`src/hw/rtl/cbc_pkg.sv`:
```
`timescale 1ns / 1ps
`default_nettype none
package cbc_pkg;

    localparam int FRAME_WIDTH_DEF  = 512;
    localparam int FRAME_HEIGHT_DEF = 256;
    localparam int COORD_CMP_W      = 13;

    localparam int TALLY_W  = 18;
    localparam int COLSUM_W = 27;
    localparam int ROWSUM_W = 26;
    localparam int XC_W     = 9;
    localparam int YC_W     = 8;
    localparam int CFG_W    = 18;
    localparam int CFG_IDX_W = 2;

    localparam logic [CFG_IDX_W-1:0] CFG_BALL_COLOR = 2'd0;
    localparam logic [CFG_IDX_W-1:0] CFG_HUE_CENTER = 2'd1;
    localparam logic [CFG_IDX_W-1:0] CFG_HUE_BIAS   = 2'd2;
    localparam logic [CFG_IDX_W-1:0] CFG_MIN_COUNT  = 2'd3;

    localparam logic [15:0] MASK_RED  = 16'hf800;
    localparam logic [15:0] MASK_BLUE = 16'h001f;

    localparam logic signed [10:0] HUE_FULL = 11'sd360;

    localparam logic [7:0] SAT_MIN = 8'd144;
    localparam logic [7:0] VAL_MIN = 8'd102;

    localparam logic [7:0] BLUE_R_LO = 8'd50;
    localparam logic [7:0] BLUE_R_HI = 8'd90;
    localparam logic [7:0] BLUE_G_LO = 8'd95;
    localparam logic [7:0] BLUE_G_HI = 8'd130;
    localparam logic [7:0] BLUE_B_LO = 8'd130;
    localparam logic [7:0] BLUE_B_HI = 8'd180;

    localparam logic [7:0] RED_R_LO = 8'd190;
    localparam logic [7:0] RED_R_HI = 8'd225;
    localparam logic [7:0] RED_G_LO = 8'd100;
    localparam logic [7:0] RED_G_HI = 8'd150;
    localparam logic [7:0] RED_B_LO = 8'd60;
    localparam logic [7:0] RED_B_HI = 8'd120;

    typedef enum logic [1:0] {
        ST_IDLE,
        ST_DIV_X,
        ST_DIV_Y
    } state_t;

    typedef struct packed {
        logic       ball_color;
        logic [8:0] hue_center;
        logic [7:0] hue_bias;
    } cls_cfg_t;

    typedef struct packed {
        logic        match;
        logic [15:0] mask;
    } cls_result_t;

    // c * 255 / 31 = 8c + 7c / 31; 7c / 31 by reciprocal 2115 / 2^16
    function automatic logic [7:0] expand5(input logic [4:0] c);
        logic [7:0]  w;
        logic [19:0] prod;
        begin
            w    = 8'(c) * 8'd7;
            prod = 20'(w) * 20'd2115;
            expand5 = {c, 3'b000} + {5'b0, prod[18:16]};
        end
    endfunction

    // g * 255 / 63 = 4g + g / 21
    function automatic logic [7:0] expand6(input logic [5:0] g);
        logic [1:0] q;
        begin
            q = 2'((g >= 6'd21) ? 1 : 0) + 2'((g >= 6'd42) ? 1 : 0)
              + 2'((g >= 6'd63) ? 1 : 0);
            expand6 = {g, 2'b00} + {6'b0, q};
        end
    endfunction

endpackage
`default_nettype wire

```
`src/hw/rtl/cbc_classify.sv`:
```
`timescale 1ns / 1ps
`default_nettype none
module cbc_classify
(
    input  wire cbc_pkg::cls_cfg_t    cfg,
    input  wire logic [15:0]          pixel_rgb565,
    input  wire logic [8:0]           hue,
    input  wire logic [7:0]           saturation,
    input  wire logic [7:0]           brightness,
    output cbc_pkg::cls_result_t      result
);

    logic [7:0]        r;
    logic [7:0]        g;
    logic [7:0]        b;
    logic signed [10:0] lo0, hi0, lo1, hi1, lo2, hi2, hue_s;
    logic              rest_common;
    logic              in_window;
    logic              out_window;
    logic              blue_rgb;
    logic              red_rgb;

    assign r = cbc_pkg::expand5(pixel_rgb565[15:11]);
    assign g = cbc_pkg::expand6(pixel_rgb565[10:5]);
    assign b = cbc_pkg::expand5(pixel_rgb565[4:0]);

    always_comb
    begin
        lo0 = $signed({2'b00, cfg.hue_center}) - $signed({3'b000, cfg.hue_bias});
        hi0 = $signed({2'b00, cfg.hue_center}) + $signed({3'b000, cfg.hue_bias});
        if (lo0 < 0)
        begin
            lo1 = hi0;
            hi1 = lo0 + cbc_pkg::HUE_FULL;
        end
        else
        begin
            lo1 = lo0;
            hi1 = hi0;
        end
        if (hi1 >= cbc_pkg::HUE_FULL)
        begin
            lo2 = hi1 - cbc_pkg::HUE_FULL;
            hi2 = lo1;
        end
        else
        begin
            lo2 = lo1;
            hi2 = hi1;
        end
    end

    assign hue_s       = $signed({2'b00, hue});
    assign in_window   = (hue_s > lo2) && (hue_s < hi2);
    assign out_window  = (hue_s < lo2) || (hue_s > hi2);
    assign rest_common = (saturation > cbc_pkg::SAT_MIN) && (brightness > cbc_pkg::VAL_MIN);

    assign blue_rgb = (r > cbc_pkg::BLUE_R_LO) && (r < cbc_pkg::BLUE_R_HI)
                   && (g > cbc_pkg::BLUE_G_LO) && (g < cbc_pkg::BLUE_G_HI)
                   && (b > cbc_pkg::BLUE_B_LO) && (b < cbc_pkg::BLUE_B_HI);
    assign red_rgb  = (r > cbc_pkg::RED_R_LO) && (r < cbc_pkg::RED_R_HI)
                   && (g > cbc_pkg::RED_G_LO) && (g < cbc_pkg::RED_G_HI)
                   && (b > cbc_pkg::RED_B_LO) && (b < cbc_pkg::RED_B_HI);

    always_comb
    begin
        if (cfg.ball_color)
        begin
            result.match = in_window && rest_common && blue_rgb;
            result.mask  = cbc_pkg::MASK_BLUE;
        end
        else
        begin
            result.match = out_window && rest_common && red_rgb;
            result.mask  = cbc_pkg::MASK_RED;
        end
        if (!result.match)
        begin
            result.mask = 16'h0000;
        end
    end

endmodule
`default_nettype wire

```
`src/hw/rtl/cbc_divider.sv`:
```
`timescale 1ns / 1ps
`default_nettype none
module cbc_divider
#(
    parameter int DVD_W = cbc_pkg::COLSUM_W,
    parameter int DVS_W = cbc_pkg::TALLY_W
)
(
    input  wire logic             clk,
    input  wire logic             rst_n,
    input  wire logic             start,
    input  wire logic [DVD_W-1:0] dividend,
    input  wire logic [DVS_W-1:0] divisor,
    output logic                  done,
    output logic [DVD_W-1:0]      quotient
);

    localparam int CNT_W = $clog2(DVD_W + 1);

    logic             busy_reg, busy_next;
    logic             done_reg, done_next;
    logic [CNT_W-1:0] cnt_reg, cnt_next;
    logic [DVD_W-1:0] dq_reg, dq_next;
    logic [DVS_W:0]   rem_reg, rem_next;
    logic [DVS_W-1:0] dvs_reg, dvs_next;
    logic [DVS_W:0]   rem_sh;
    logic             fits;

    assign rem_sh = {rem_reg[DVS_W-1:0], dq_reg[DVD_W-1]};
    assign fits   = rem_sh >= {1'b0, dvs_reg};

    always_comb
    begin
        busy_next = busy_reg;
        done_next = 1'b0;
        cnt_next  = cnt_reg;
        dq_next   = dq_reg;
        rem_next  = rem_reg;
        dvs_next  = dvs_reg;
        if (start)
        begin
            busy_next = 1'b1;
            cnt_next  = CNT_W'(DVD_W);
            dq_next   = dividend;
            rem_next  = '0;
            dvs_next  = divisor;
        end
        else if (busy_reg)
        begin
            rem_next = fits ? (rem_sh - {1'b0, dvs_reg}) : rem_sh;
            dq_next  = {dq_reg[DVD_W-2:0], fits};
            cnt_next = cnt_reg - 1'b1;
            if (cnt_reg == CNT_W'(1))
            begin
                busy_next = 1'b0;
                done_next = 1'b1;
            end
        end
    end

    always_ff @(posedge clk or negedge rst_n)
    begin
        if (!rst_n)
        begin
            busy_reg <= 1'b0;
            done_reg <= 1'b0;
            cnt_reg  <= '0;
        end
        else
        begin
            busy_reg <= busy_next;
            done_reg <= done_next;
            cnt_reg  <= cnt_next;
        end
    end

    always_ff @(posedge clk)
    begin
        dq_reg  <= dq_next;
        rem_reg <= rem_next;
        dvs_reg <= dvs_next;
    end

    assign done     = done_reg;
    assign quotient = dq_reg;

endmodule
`default_nettype wire

```
`src/hw/rtl/color_blob_centroid.sv`:
```
`timescale 1ns / 1ps
`default_nettype none
// Color blob centroid: classifies each RGB565 pixel (with its looked-up hue,
// saturation and value) as a red or blue target match against a hue window
// and fixed color ranges, returns a mask pixel for every pixel, and keeps the
// match count and clamped coordinate sums. A pixel without last_pixel updates
// the sums and gives its mask pixel. On the last pixel the count is reported
// and, when it exceeds min_count, the mean column and row come from one
// shared restoring divider that makes one quotient bit per cycle, column
// first, with in_ready low meanwhile. Accumulators clear after the last
// pixel. Write the configuration registers only while the block is idle.
module color_blob_centroid
#(
    parameter int FRAME_WIDTH  = cbc_pkg::FRAME_WIDTH_DEF,
    parameter int FRAME_HEIGHT = cbc_pkg::FRAME_HEIGHT_DEF
)
(
    input  wire logic                          clk,
    input  wire logic                          rst_n,
    input  wire logic                          cfg_we,
    input  wire logic [cbc_pkg::CFG_IDX_W-1:0] cfg_index,
    input  wire logic [cbc_pkg::CFG_W-1:0]     cfg_data,
    input  wire logic                          in_valid,
    output logic                               in_ready,
    input  wire logic [15:0]                   pixel_rgb565,
    input  wire logic [8:0]                    hue,
    input  wire logic [7:0]                    saturation,
    input  wire logic [7:0]                    brightness,
    input  wire logic [8:0]                    x_coord,
    input  wire logic [7:0]                    y_coord,
    input  wire logic                          last_pixel,
    output logic                               out_valid,
    input  wire logic                          out_ready,
    output logic [15:0]                        mask_pixel,
    output logic                               ball_found,
    output logic [cbc_pkg::TALLY_W-1:0]        match_count,
    output logic [cbc_pkg::XC_W-1:0]           x_center,
    output logic [cbc_pkg::YC_W-1:0]           y_center
);

    localparam int TW = cbc_pkg::TALLY_W;
    localparam int CW = cbc_pkg::COLSUM_W;
    localparam int RW = cbc_pkg::ROWSUM_W;
    localparam int KW = cbc_pkg::COORD_CMP_W;
    localparam logic [KW-1:0] X_LIMIT = KW'(FRAME_WIDTH);
    localparam logic [KW-1:0] Y_LIMIT = KW'(FRAME_HEIGHT);

    cbc_pkg::cls_cfg_t    cls_cfg;
    cbc_pkg::cls_result_t cls;
    cbc_pkg::state_t      state_reg, state_next;

    logic [17:0]   min_count_reg;
    logic          ball_color_reg;
    logic [8:0]    hue_center_reg;
    logic [7:0]    hue_bias_reg;

    logic [TW-1:0] tally_reg, tally_next;
    logic [CW-1:0] colsum_reg, colsum_next;
    logic [RW-1:0] rowsum_reg, rowsum_next;
    logic [TW-1:0] div_tally_reg, div_tally_next;
    logic [RW-1:0] div_row_reg, div_row_next;
    logic [15:0]   pend_mask_reg, pend_mask_next;
    logic [8:0]    qx_reg, qx_next;

    logic          out_valid_reg, out_valid_next;
    logic [15:0]   mask_reg, mask_next;
    logic          found_reg, found_next;
    logic [TW-1:0] count_reg, count_next;
    logic [8:0]    xc_reg, xc_next;
    logic [7:0]    yc_reg, yc_next;

    logic          accept;
    logic [8:0]    cx;
    logic [7:0]    cy;
    logic [TW:0]   tally_inc;
    logic [CW:0]   colsum_inc;
    logic [RW:0]   rowsum_inc;
    logic [TW-1:0] tally_upd;
    logic [CW-1:0] colsum_upd;
    logic [RW-1:0] rowsum_upd;
    logic          found_now;

    logic          div_start;
    logic [CW-1:0] div_dividend;
    logic [TW-1:0] div_divisor;
    logic          div_done;
    logic [CW-1:0] div_quot;

    assign cls_cfg.ball_color = ball_color_reg;
    assign cls_cfg.hue_center = hue_center_reg;
    assign cls_cfg.hue_bias   = hue_bias_reg;

    cbc_classify u_classify
    (
        .cfg          (cls_cfg),
        .pixel_rgb565 (pixel_rgb565),
        .hue          (hue),
        .saturation   (saturation),
        .brightness   (brightness),
        .result       (cls)
    );

    cbc_divider
    #(
        .DVD_W (CW),
        .DVS_W (TW)
    )
    u_divider
    (
        .clk      (clk),
        .rst_n    (rst_n),
        .start    (div_start),
        .dividend (div_dividend),
        .divisor  (div_divisor),
        .done     (div_done),
        .quotient (div_quot)
    );

    always_ff @(posedge clk or negedge rst_n)
    begin
        if (!rst_n)
        begin
            ball_color_reg <= 1'b0;
            hue_center_reg <= '0;
            hue_bias_reg   <= '0;
            min_count_reg  <= '0;
        end
        else if (cfg_we)
        begin
            unique case (cfg_index)
                cbc_pkg::CFG_BALL_COLOR: ball_color_reg <= cfg_data[0];
                cbc_pkg::CFG_HUE_CENTER: hue_center_reg <= cfg_data[8:0];
                cbc_pkg::CFG_HUE_BIAS:   hue_bias_reg   <= cfg_data[7:0];
                cbc_pkg::CFG_MIN_COUNT:  min_count_reg  <= cfg_data[17:0];
                default:                 min_count_reg  <= min_count_reg;
            endcase
        end
    end

    assign in_ready = (state_reg == cbc_pkg::ST_IDLE) && (!out_valid_reg || out_ready);
    assign accept   = in_valid && in_ready;

    assign cx = ({{(KW-9){1'b0}}, x_coord} >= X_LIMIT) ? 9'(FRAME_WIDTH - 1) : x_coord;
    assign cy = ({{(KW-8){1'b0}}, y_coord} >= Y_LIMIT) ? 8'(FRAME_HEIGHT - 1) : y_coord;

    assign tally_inc  = {1'b0, tally_reg} + (TW+1)'(1);
    assign colsum_inc = {1'b0, colsum_reg} + (CW+1)'(cx);
    assign rowsum_inc = {1'b0, rowsum_reg} + (RW+1)'(cy);

    always_comb
    begin
        tally_upd  = tally_reg;
        colsum_upd = colsum_reg;
        rowsum_upd = rowsum_reg;
        if (cls.match)
        begin
            tally_upd  = tally_inc[TW]  ? {TW{1'b1}} : tally_inc[TW-1:0];
            colsum_upd = colsum_inc[CW] ? {CW{1'b1}} : colsum_inc[CW-1:0];
            rowsum_upd = rowsum_inc[RW] ? {RW{1'b1}} : rowsum_inc[RW-1:0];
        end
    end

    assign found_now = tally_upd > min_count_reg;

    assign div_start    = (accept && last_pixel && found_now)
                       || ((state_reg == cbc_pkg::ST_DIV_X) && div_done);
    assign div_dividend = (state_reg == cbc_pkg::ST_IDLE) ? colsum_upd
                                                          : CW'(div_row_reg);
    assign div_divisor  = (state_reg == cbc_pkg::ST_IDLE) ? tally_upd : div_tally_reg;

    always_comb
    begin
        state_next     = state_reg;
        tally_next     = tally_reg;
        colsum_next    = colsum_reg;
        rowsum_next    = rowsum_reg;
        div_tally_next = div_tally_reg;
        div_row_next   = div_row_reg;
        pend_mask_next = pend_mask_reg;
        qx_next        = qx_reg;
        out_valid_next = out_valid_reg;
        mask_next      = mask_reg;
        found_next     = found_reg;
        count_next     = count_reg;
        xc_next        = xc_reg;
        yc_next        = yc_reg;

        if (out_valid_reg && out_ready)
        begin
            out_valid_next = 1'b0;
        end

        unique case (state_reg)
            cbc_pkg::ST_IDLE:
            begin
                if (accept)
                begin
                    if (!last_pixel)
                    begin
                        tally_next     = tally_upd;
                        colsum_next    = colsum_upd;
                        rowsum_next    = rowsum_upd;
                        out_valid_next = 1'b1;
                        mask_next      = cls.mask;
                        found_next     = 1'b0;
                        count_next     = '0;
                        xc_next        = '0;
                        yc_next        = '0;
                    end
                    else
                    begin
                        tally_next  = '0;
                        colsum_next = '0;
                        rowsum_next = '0;
                        if (found_now)
                        begin
                            div_tally_next = tally_upd;
                            div_row_next   = rowsum_upd;
                            pend_mask_next = cls.mask;
                            state_next     = cbc_pkg::ST_DIV_X;
                        end
                        else
                        begin
                            out_valid_next = 1'b1;
                            mask_next      = cls.mask;
                            found_next     = 1'b0;
                            count_next     = tally_upd;
                            xc_next        = '0;
                            yc_next        = '0;
                        end
                    end
                end
            end
            cbc_pkg::ST_DIV_X:
            begin
                if (div_done)
                begin
                    qx_next    = (|div_quot[CW-1:9]) ? 9'h1ff : div_quot[8:0];
                    state_next = cbc_pkg::ST_DIV_Y;
                end
            end
            cbc_pkg::ST_DIV_Y:
            begin
                if (div_done)
                begin
                    out_valid_next = 1'b1;
                    mask_next      = pend_mask_reg;
                    found_next     = 1'b1;
                    count_next     = div_tally_reg;
                    xc_next        = qx_reg;
                    yc_next        = (|div_quot[CW-1:8]) ? 8'hff : div_quot[7:0];
                    state_next     = cbc_pkg::ST_IDLE;
                end
            end
            default:
            begin
                state_next = cbc_pkg::ST_IDLE;
            end
        endcase
    end

    always_ff @(posedge clk or negedge rst_n)
    begin
        if (!rst_n)
        begin
            state_reg     <= cbc_pkg::ST_IDLE;
            tally_reg     <= '0;
            colsum_reg    <= '0;
            rowsum_reg    <= '0;
            out_valid_reg <= 1'b0;
        end
        else
        begin
            state_reg     <= state_next;
            tally_reg     <= tally_next;
            colsum_reg    <= colsum_next;
            rowsum_reg    <= rowsum_next;
            out_valid_reg <= out_valid_next;
        end
    end

    always_ff @(posedge clk)
    begin
        div_tally_reg <= div_tally_next;
        div_row_reg   <= div_row_next;
        pend_mask_reg <= pend_mask_next;
        qx_reg        <= qx_next;
        mask_reg      <= mask_next;
        found_reg     <= found_next;
        count_reg     <= count_next;
        xc_reg        <= xc_next;
        yc_reg        <= yc_next;
    end

    assign out_valid   = out_valid_reg;
    assign mask_pixel  = mask_reg;
    assign ball_found  = found_reg;
    assign match_count = count_reg;
    assign x_center    = xc_reg;
    assign y_center    = yc_reg;

endmodule
`default_nettype wire

```
`config.mk`:
```
export PLATFORM = sky130hd
export DESIGN_NAME = color_blob_centroid
export DESIGN_NICKNAME = d
export VERILOG_FILES = /design/src/hw/rtl/cbc_pkg.sv /design/src/hw/rtl/cbc_classify.sv /design/src/hw/rtl/cbc_divider.sv /design/src/hw/rtl/color_blob_centroid.sv
export SDC_FILE = /design/constraint.sdc
export NUM_CORES = 1
export LEC_CHECK = 0
export BUFFER_PORTS_ARGS = -buffer_cell sky130_fd_sc_hd__buf_2
export CORE_UTILIZATION = 44
export CTS_CLUSTER_SIZE = 16
export DETAILED_ROUTE_END_ITERATION = 7
export GPL_ROUTABILITY_DRIVEN = 0
export PLACE_DENSITY = 0.7
export SKIP_LAST_GASP = 1
export SLEW_MARGIN = 30
export SYNTH_ARGS = -nofsm -noshare
export SYNTH_HDL_FRONTEND = slang
export SYNTH_HIERARCHICAL = 1
export SYNTH_SLANG_ARGS = --single-unit
```
`constraint.sdc`:
```
create_clock -name clk -period 12.5 [get_ports clk]
set_clock_uncertainty 0.15 [all_clocks]
set_input_delay 1.875 -clock clk [delete_from_list [all_inputs] [get_ports clk]]
set_output_delay 1.875 -clock clk [all_outputs]
set_load 0.005 [all_outputs]
```
==> summary.txt, run 1 <==
Detailed routing
  – Final wirelength: 50700 um
  – Iter 0 DRT Violations: 1170
  – Router iterations before antenna repair: 7
  – Vias: 16400
  – Vias/cell: 5.79
  – Detail Route Antenna Nets: 0
  – WL/cell: 17.9 um
  – Residual DRC count: 0

Global routing
  – Met3 usage: 3.28%
  – Gr busiest metal: met2
  – Grt ovf: 0
  – GRT Total Usage: 21.3%
  – Vias in the first global route: 15800
  – Initial antenna violation count: 5
  – First-pass GRT wire length: ~82000 um
  – Largest net degree at the start of global routing: 61
  – Met2 usage: between 30 and 40%
  – M1 GR Usage: a little under 30%

Die
  – Die Height: 219 um
  – # IOs: 138
  – Core Region: 45800 sq um
  – Die span in x: 219 um
  – Row cnt: between 70 and 80
  – Starting Density: 45.1%
  – Die area: 47700 sq um

Finish
  – Layout area overhead: 11.2%
  – Layout Nets: 2494
  – Filler Cells Inserted: 4144
  – Layout cells sized above 1: between 15 and 20%
  – Ant diodes: 0

STA
  – Period utilization: 93.7%
  – Final hold violation count: 0
  – Pins over their slew limit: 0
  – Fin Setup TNS: 0 ns
  – Slew HR: 38.2%
  – Setup repair after global routing missed its margin: false
  – Achievable Freq: 0.0854 GHz
  – Tightest Pin Transition: 0.925 ns
  – Final setup violation count: 0
  – Final setup margin: 0.785 ns
  – Final min period: 11.72 ns

Power and ir drop
  – Power Density: 140 nW/um^2
  – Peak VDD IR: roughly 0.17 mV
  – P_leak: roughly 9.9 nW

Worst setup path
  – CP max stage cell: a221oi_1
  – Critical path class: in2reg
  – CP max FO: 27
  – Startpoint types: input port
  – CP peak stage delay: 0.71 ns
  – Critical path buffers and inverters: 6
  – CP most frequent cell: ha_1
  – Crit path max-delay family: compound AO/OA/AOI/OAI gates
  – Critical path arrival: 11.66 ns
  – Worst Path Required: 12.45 ns
  – CP endpoint kind: flop

Logic synthesis
  – Count leader, synth: nand2_1
  – Largest area contributor in the netlist: edfxtp_1
  – Seq/Total Area, Yosys: 40.1%
  – Top_reg_cell synth: edfxtp_1
  – Synth area leaders: edfxtp_1 24%, dfrtp_1 14%, ha_1 12%
  – Synth Instances: 2101
  – Synth top area share: between 20% and 30%
  – Ys async rst share: around 39%
  – Most frequent cells after synthesis: 221 x nand2_1, 192 x ha_1, 166 x edfxtp_1
  – Distinct cell type count after synthesis: between 100 and 150
  – Average size of a mapped cell: 9.82 sq um
  – #FFs+latches synth: ~300
  – Post-synth EDFFs: 166
  – Yosys warns: 6
  – Mapped Area: slightly above 20000 sq um

Flow run
  – Max-cap violations: 0

CTS
  – Worst-Skew Late Latency: about 0.55 ns
  – Clk root buf: clkbuf_16
  – Htree depth: 2
  – Sinks on Clock Net: 301
  – Clock Tree Buf Depth: 3
  – Clk slew on worst S/H paths: ~0.06 ns
  – CTS Hold Buffers Added: 0
  – Total CTS buffers: 34
  – CTS tree: built

Placed design
  – Pre-CTS WS: 0.349 ns
  – Number of port buffers: 137
  – HPWL Detailed: 38200 um

Worst hold path
  – Worst min-delay path category: reg2reg

Outcome
  – Status: completed
through the flow:
step	hold slack [ns]	cell area, sq um	cells	util, %	power [W]
after floorplan	0.302	20700	2106	-	0.00196
after global placement	0.325	21800	2764	47.6	0.00217
after detailed placement	0.342	21800	2764	47.6	0.00222
after CTS	0.350	22900	2826	50.1	0.00324
after global routing	0.372	22900	2826	50.1	0.00341
final	0.349	22900	2826	50.1	0.00322
power by group:
| part | leakage, nW | switching (W) | total (W) | internal [W] |
|---|---|---|---|---|
| Combinational | 6.34 | 0.000645 | 0.00113 | 0.000483 |
| Sequential | 3.02 | 0.0000167 | 0.00108 | 0.00106 |
| Clock | 0.550 | 0.000416 | 0.00101 | 0.000596 |
tightest hold or removal path: cells and delay by family (launching register included):
family           cells  cell delay [ns]
and+or+nand+nor      2             0.12
DFF                  1             0.33
logic make-up (layout without fill, tap and decap cells):
logic type | after synthesis | in the layout | share of synthesized area [%]
multiplexers | 80 | 80 | 4.28
buffers and inverters | 213 | 333 | 4.56
flip-flops | 301 | 301 | 40.1
other | 1 | 6 | 0.0182
AO/OA/AOI/OAI | 525 | 525 | 17.2
XOR/XNOR | 93 | 93 | 4.02
adder cells (fa/ha/maj) | 212 | 212 | 13.5
AND/OR/NAND/NOR | 676 | 676 | 16.3
metal layers:
metal	vias to the layer above	part of all wire, %
met5	-	0.13
met4	10	2.5
met3	94	5.9
met2	533	46
met1	7848	45
li1	7876	-
repair_timing:
item	CTS	global route
endpoints found under the setup margin	0	27
buffers inserted	0	0
gates resized for setup	0	1
placed cells by master, fill, tap and decap left out, types with 14 or more instances in the layout:
cell type,netlist,final
nand2_1,221,221
ha_1,192,192
edfxtp_1,166,166
nor2_1,151,149
a21oi_1,137,137
buf_2,19,136
o21ai_0,119,117
dfrtp_1,117,117
inv_1,114,113
mux2_2,66,66
xnor2_1,54,54
nand3_1,49,48
xor2_1,38,38
nor3_1,35,35
clkbuf_16,0,35
a21o_1,30,30
nand4_1,26,26
nand2b_1,26,26
a31oi_1,25,25
nor2b_1,24,24
and3_1,23,22
and2_1,22,22
a211oi_1,18,18
fa_1,18,18
dfxtp_1,18,18
o21a_1,17,17
buf_4,19,17
a22o_1,16,16
o211ai_1,14,14
mux2i_1,14,14
a311oi_1,14,14
area by class of cell:
| class | instances | area (sq um) | area share (%) |
|---|---|---|---|
| clock buffer | 44 | 930 | 4.05 |
| clock inverter | 18 | 200 | 0.873 |
| inverter | 116 | 439 | 1.92 |
| multi-input combinational | 1592 | 11500 | 50.1 |
| sequential | 301 | 8270 | 36.1 |
| tap | 600 | 751 | 3.27 |
| timing repair buffer | 155 | 848 | 3.70 |
final timing paths:
check / end / cells past startpoint / from / slack (ns)
max: u_divider/quotient[21] / 42 / pixel_rgb565[11] / 0.78
min: u_divider/rem_reg[10] / 2 / u_divider/rem_reg[10] / 0.35
max reg2reg: u_divider/quotient[21] / 41 / hue_center_reg[0] / 2.23
min reg2reg: u_divider/rem_reg[10] / 2 / u_divider/rem_reg[10] / 0.35
max in group asynchronous: colsum_reg[1] / 2 / rst_n / 9.57
min in group asynchronous: min_count_reg[16] / 1 / rst_n / 1.27
No activity file was read; power rests on OpenSTA's default activity.
==> run 2, diff against run 1 <==
--- a/config.mk
+++ b/config.mk
@@ -6,11 +6,13 @@
 export NUM_CORES = 1
 export LEC_CHECK = 0
 export BUFFER_PORTS_ARGS = -buffer_cell sky130_fd_sc_hd__buf_2
+export CELL_PAD_IN_SITES_DETAIL_PLACEMENT = 0
+export CELL_PAD_IN_SITES_GLOBAL_PLACEMENT = 1
 export CORE_UTILIZATION = 44
 export CTS_CLUSTER_SIZE = 16
 export DETAILED_ROUTE_END_ITERATION = 7
 export GPL_ROUTABILITY_DRIVEN = 0
-export PLACE_DENSITY = 0.7
+export PLACE_DENSITY = 0.8
 export SKIP_LAST_GASP = 1
 export SLEW_MARGIN = 30
 export SYNTH_ARGS = -nofsm -noshare
==> run 2 against run 1 <==
  * Maximum frequency increased by 2.1%
  * Combinational power about the same
  * Flip-flop and latch count unchanged
  * Clock power about the same
  * Non-clock buffer count increased by 2
  * Sequential power about the same
  * Critical path depth decreased by 1
  * Sequential share of layout area about the same
  * Critical endpoint is now u_divider/quotient[9]
  * Largest cell class unchanged
==> summary.txt, run 2 (synthesis results as in run 1) <==
Outcome
  – Status: completed

Die
  – Die Height: 219 um
  – Row cnt: 78
  – Core Region: around 46000 sq um
  – Die span in x: 219 um
  – Starting Density: 45.1%
  – # IOs: around 140
  – Die area: 47700 sq um

STA
  – Pins over their slew limit: 0
  – Final min period: 11.48 ns
  – Final setup margin: 1.02 ns
  – Fin Setup TNS: 0 ns
  – Setup repair after global routing missed its margin: false
  – Achievable Freq: 0.0871 GHz
  – Tightest Pin Transition: 0.928 ns
  – Slew HR: 38.2%
  – Final setup violation count: 0
  – Period utilization: 91.8%
  – Final hold violation count: 0

Global routing
  – Vias in the first global route: 15600
  – Largest net degree at the start of global routing: slightly above 60
  – First-pass GRT wire length: about 83000 um
  – Initial antenna violation count: 10
  – Grt ovf: 0
  – GRT Total Usage: 21.8%

Worst setup path
  – R2r setup slk: 2.33 ns
  – CP most frequent cell: ha_1
  – Worst r2r path cells: 39
  – CP endpoint kind: flop
  – R2R Path End: u_divider/quotient[9]
  – Worst Path Required: 12.62 ns
  – Startpoint types: input port
  – Critical path class: in2reg
  – CP max stage cell: a221oi_1
  – Crit path max-delay family: adder cells
  – Reg-to-Reg Start: hue_center_reg[0]
  – CP peak stage delay: 0.66 ns
  – Critical path buffers and inverters: 6
  – CP max FO: 51
  – Levels on crit path: slightly above 40
  – Critical path arrival: 11.60 ns

Finish
  – FF/Latch Area: 8270 sq um
  – Layout cells sized above 1: between 10% and 20%
  – Final non-filler cell total: between 2000 and 3000
  – Most common cell after layout, fill and taps aside: nand2_1
  – Area of the multi-input gates: 11500 sq um
  – Fin area: 23000 sq um
  – Filler Cells Inserted: 4224
  – Leading cell types in the layout, fill and taps excluded: 221 x nand2_1, 192 x ha_1, 166 x edfxtp_1, 149 x nor2_1, 137 x a21oi_1
  – Layout Nets: between 2000 and 2500
  – Layout area overhead: 11.3%

Placed design
  – HPWL Detailed: 39000 um
  – Number of port buffers: 137
  – Placed cells: approximately 2800
  – Placed cell area: 21800 sq um
  – Pre-CTS WS: 0.504 ns

CTS
  – Htree depth: 2
  – CTS Hold Buffers Added: 0
  – Post-CTS setup buffer count: 0
  – CTS tree: built
  – Cts repair resizes: 0
  – Total CTS buffers: 34
  – Clk root buf: clkbuf_16
  – Sinks on Clock Net: 301
  – Clk slew on worst S/H paths: about 0.060 ns
  – Worst-Skew Late Latency: 0.53 ns
  – Clock Tree Buf Depth: 3

Detailed routing
  – Router iterations before antenna repair: 5
  – Met1 Wirelength: 24000 um
  – Detail Route Antenna Nets: 0
  – Met3 routed WL: between 2000 and 3000 um
  – WL/cell: 18.3 um
  – Iter 0 DRT Violations: 1136
  – Vias/cell: about 5.8
  – Vias: 16300
  – Met2 routed WL: between 20000 and 25000 um
  – Residual DRC count: 0
  – Final wirelength: 51700 um
  – Top routing layer in use: met5

Worst hold path
  – Hold Path End: u_divider/rem_reg[10]
  – Hold path start: u_divider/rem_reg[10]
  – Worst min-delay path category: reg2reg
  – WHS Path Cells: 2

Power and ir drop
  – Power Density: between 100 and 150 nW/um^2
  – Peak VDD IR: 0.164 mV
  – Power after layout: 0.00323 W
  – P_leak: between 9 and 10 nW

Flow run
  – Max-cap violations: 0
==> run 2: cell count changes in the layout (fill, tap and decap cells not counted), moves of 2 or more <==
| cell | delta |
|---|---|
| buf_12 | -2 |
| buf_4 | +4 |
| clkinv_2 | -2 |
| diode_2 | +4 |
| inv_6 | -3 |
==> run 2: stage by stage <==
step / util, % / hold WS, ns
6_report: 50.1 / 0.347
5_1_grt: 50.1 / 0.370
4_1_cts: 50.1 / 0.343
3_5_place_dp: 47.6 / 0.333
3_3_place_gp: 47.6 / 0.326
2_1_floorplan: - / 0.302
==> run 2: worst min-delay path, delay by kind of cell (launching register included) <==
| family | cells | cell delay, ns |
|---|---|---|
| and+or+nand+nor | 2 | 0.12 |
| DFF | 1 | 0.33 |
==> run 2: per-layer routing <==
metal | vias to the layer above | global-route usage, %
met5 | - | 0
met4 | 12 | 5.64
met3 | 80 | 3.80
met2 | 494 | 35.1
met1 | 7831 | 30.2
li1 | 7858 | -
==> run 2: worst max-delay path by stage <==
| stage | startpoint | end | slack [ns] |
|---|---|---|---|
| floorplan | pixel_rgb565[11] | u_divider/quotient[0] | 0.32 |
| global placement | pixel_rgb565[11] | u_divider/quotient[5] | 0.73 |
| detailed placement | pixel_rgb565[11] | mask_pixel[9] | 0.50 |
| CTS | pixel_rgb565[11] | u_divider/quotient[9] | 1.03 |
| global route | pixel_rgb565[11] | u_divider/quotient[9] | 0.14 |
| finish | pixel_rgb565[11] | u_divider/quotient[9] | 1.02 |
==> run 2: final cells by class <==
type	instances	share of cell area (%)
well taps	600	3.27
inverters	116	1.90
repair buffers	157	3.65
clock inverters	15	0.900
diodes	4	0.0436
multi-input cells	1592	50.1
flip-flops and latches	301	36.0
clock buffers	44	4.09
==> run 2: power breakdown <==
group | total [W] | internal, W | switching [W]
clock network | 0.00102 | 0.000617 | 0.000407
logic | 0.00113 | 0.000481 | 0.000647
registers | 0.00108 | 0.00106 | 0.0000174
total | 0.00323 | 0.00216 | 0.00107
==> run 3, diff against run 2 <==
--- a/config.mk
+++ b/config.mk
@@ -6,13 +6,11 @@
 export NUM_CORES = 1
 export LEC_CHECK = 0
 export BUFFER_PORTS_ARGS = -buffer_cell sky130_fd_sc_hd__buf_2
-export CELL_PAD_IN_SITES_DETAIL_PLACEMENT = 0
-export CELL_PAD_IN_SITES_GLOBAL_PLACEMENT = 1
 export CORE_UTILIZATION = 44
 export CTS_CLUSTER_SIZE = 16
 export DETAILED_ROUTE_END_ITERATION = 7
 export GPL_ROUTABILITY_DRIVEN = 0
-export PLACE_DENSITY = 0.8
+export PLACE_DENSITY = 0.65
 export SKIP_LAST_GASP = 1
 export SLEW_MARGIN = 30
 export SYNTH_ARGS = -nofsm -noshare
==> run 3 against run 2 <==
  * Hold slack worse by 0.0076 ns
  * Non-clock buffer count grew 1
  * Cell area down 0.20%
  * Cell count is essentially flat
  * Die area is the same
  * Combinational power about the same
  * Critical endpoint is now mask_pixel[7]
  * Largest power group unchanged
==> summary.txt, run 3 (synthesis results as in run 1) <==
Outcome
  – Status: completed

STA
  – Final min period: about 12 ns
  – Period utilization: 92.1%
  – Hold_ws: 0.339 ns
  – Pins over their slew limit: 0
  – Final setup margin: 0.983 ns
  – Final setup violation count: 0
  – Tightest Pin Transition: 0.914 ns
  – Achievable Freq: 0.0868 GHz
  – Setup repair after global routing missed its margin: false
  – Fin Setup TNS: 0 ns
  – Final hold violation count: 0
  – Slew HR: 39.1%

CTS
  – Post-CTS setup buffer count: 0
  – Clock Tree Buf Depth: 3
  – Clk slew on worst S/H paths: 0.06 ns
  – CTS tree: built
  – Worst-Skew Late Latency: approximately 0.53 ns
  – Cts repair resizes: 0
  – CTS Hold Buffers Added: 0
  – Clk root buf: clkbuf_16
  – Total CTS buffers: 34
  – Htree depth: 2
  – Sinks on Clock Net: approximately 300

Detailed routing
  – Final wirelength: 50800 um
  – Met2 routed WL: 22800 um
  – Met1 Wirelength: 23600 um
  – Met3 routed WL: roughly 3200 um
  – Iter 0 DRT Violations: 1068
  – Top routing layer in use: met5
  – Router iterations before antenna repair: 5
  – Residual DRC count: 0
  – Vias: 16200
  – Detail Route Antenna Nets: 0
  – WL/cell: 17.9 um
  – Vias/cell: 5.72

Worst setup path
  – CP max stage cell: a221oi_1
  – R2r setup slk: 2.29 ns
  – Worst r2r path cells: 40
  – CP peak stage delay: 0.65 ns
  – Critical path class: in2reg
  – Critical path arrival: 11.53 ns
  – Startpoint types: input port
  – Reg-to-Reg Start: hue_center_reg[0]
  – Worst Path Required: 12.51 ns
  – CP most frequent cell: ha_1
  – CP max FO: 52
  – CP endpoint kind: flop
  – R2R Path End: mask_pixel[7]

Die
  – Die span in x: 219 um
  – Row cnt: 78
  – Starting Density: 45.1%
  – Core Region: between 40000 and 50000 sq um
  – # IOs: 138
  – Die area: about 48000 sq um
  – Die Height: 219 um

Placed design
  – Pre-CTS WS: 0.528 ns
  – Number of port buffers: 137
  – HPWL Detailed: 37800 um

Global routing
  – Grt ovf: 0
  – First-pass GRT wire length: 81800 um
  – Initial antenna violation count: 12
  – GRT Total Usage: between 20% and 30%
  – Vias in the first global route: approximately 16000
  – Largest net degree at the start of global routing: 68

Worst hold path
  – Hold Path End: u_divider/rem_reg[4]
  – WHS Path Cells: 2
  – Worst min-delay path category: reg2reg
  – Hold path start: u_divider/rem_reg[4]

Power and ir drop
  – Power Density: between 100 and 150 nW/um^2
  – P_leak: 9.90 nW
  – Peak VDD IR: between 0.15 and 0.2 mV

Finish
  – Filler Cells Inserted: 4210
  – Layout Nets: 2497
  – Layout area overhead: 11.0%
  – Leading cell types in the layout, fill and taps excluded: 221 x nand2_1, 192 x ha_1, 166 x edfxtp_1, 149 x nor2_1, 137 x a21oi_1
  – Most common cell after layout, fill and taps aside: nand2_1
  – Layout cells sized above 1: 15.4%

Flow run
  – Max-cap violations: 0
-- run 3: changes by cell type in the layout (fill, tap and decap cells not counted), moves of 2 or more --
cell | before | now
clkinv_2 | 3 | 5
clkinv_1 | 4 | 2
clkbuf_1 | 6 | 12
diode_2 | 4 | 2
-- run 3: final cells by class --
cell class / count / area [sq um] / share of cell area, %
clock buffer: 48 / 923 / 4.03
inverter: 116 / 435 / 1.90
tap: 600 / 751 / 3.28
timing repair buffer: 158 / 862 / 3.76
clock inverter: 13 / 164 / 0.716
sequential: 301 / 8270 / 36.1
multi-input combinational: 1592 / 11500 / 50.2
antenna: 2 / 5.00 / 0.0219
-- run 3: critical path: cells and delay by family --
family                   cells  cell delay (ns)
XOR/XNOR                     2             0.54
AND/OR/NAND/NOR              9             1.82
buffers and inverters        6             1.16
adder cells (fa/ha/maj)      9             2.62
AO/OA/AOI/OAI               16             3.41
-- run 3: worst max path at each step --
stage,depth (start not counted),endpoint,startpoint,slack (ns)
floorplan,42,u_divider/quotient[0],pixel_rgb565[11],0.32
global placement,42,mask_pixel[6],pixel_rgb565[11],0.71
detailed placement,42,mask_pixel[6],pixel_rgb565[11],0.53
CTS,42,mask_pixel[7],pixel_rgb565[11],1.07
global route,45,u_divider/rem_reg[15],pixel_rgb565[11],0.17
finish,42,mask_pixel[7],pixel_rgb565[11],0.98
-- run 3: per-stage QoR --
step | area (sq um) | instances | util (%) | total power (W)
after global placement | 21800 | 2767 | 47.6 | 0.00218
after floorplan | 20700 | 2106 | - | 0.00196
final | 22900 | 2830 | 50.0 | 0.00319
after global routing | 22900 | 2829 | 50.0 | 0.00340
after detailed placement | 21800 | 2767 | 47.6 | 0.00221
after CTS | 22900 | 2828 | 50.0 | 0.00321
-- run 3: where the power goes --
group / total, W / internal, W / leakage (nW) / switching, W
Clock: 0.000991 / 0.000582 / 0.526 / 0.000409
Combinational: 0.00113 / 0.000480 / 6.35 / 0.000645
Sequential: 0.00108 / 0.00106 / 3.02 / 0.0000169
Total: 0.00319 / 0.00212 / 9.90 / 0.00107
-- run 3: per-layer routing --
| metal | track usage (%) | up-vias |
|---|---|---|
| met1 | 29.7 | 7735 |
| met2 | 34.0 | 472 |
| met5 | 0 | - |
| met3 | 3.80 | 90 |
| li1 | - | 7858 |
| met4 | 5.64 | 20 |
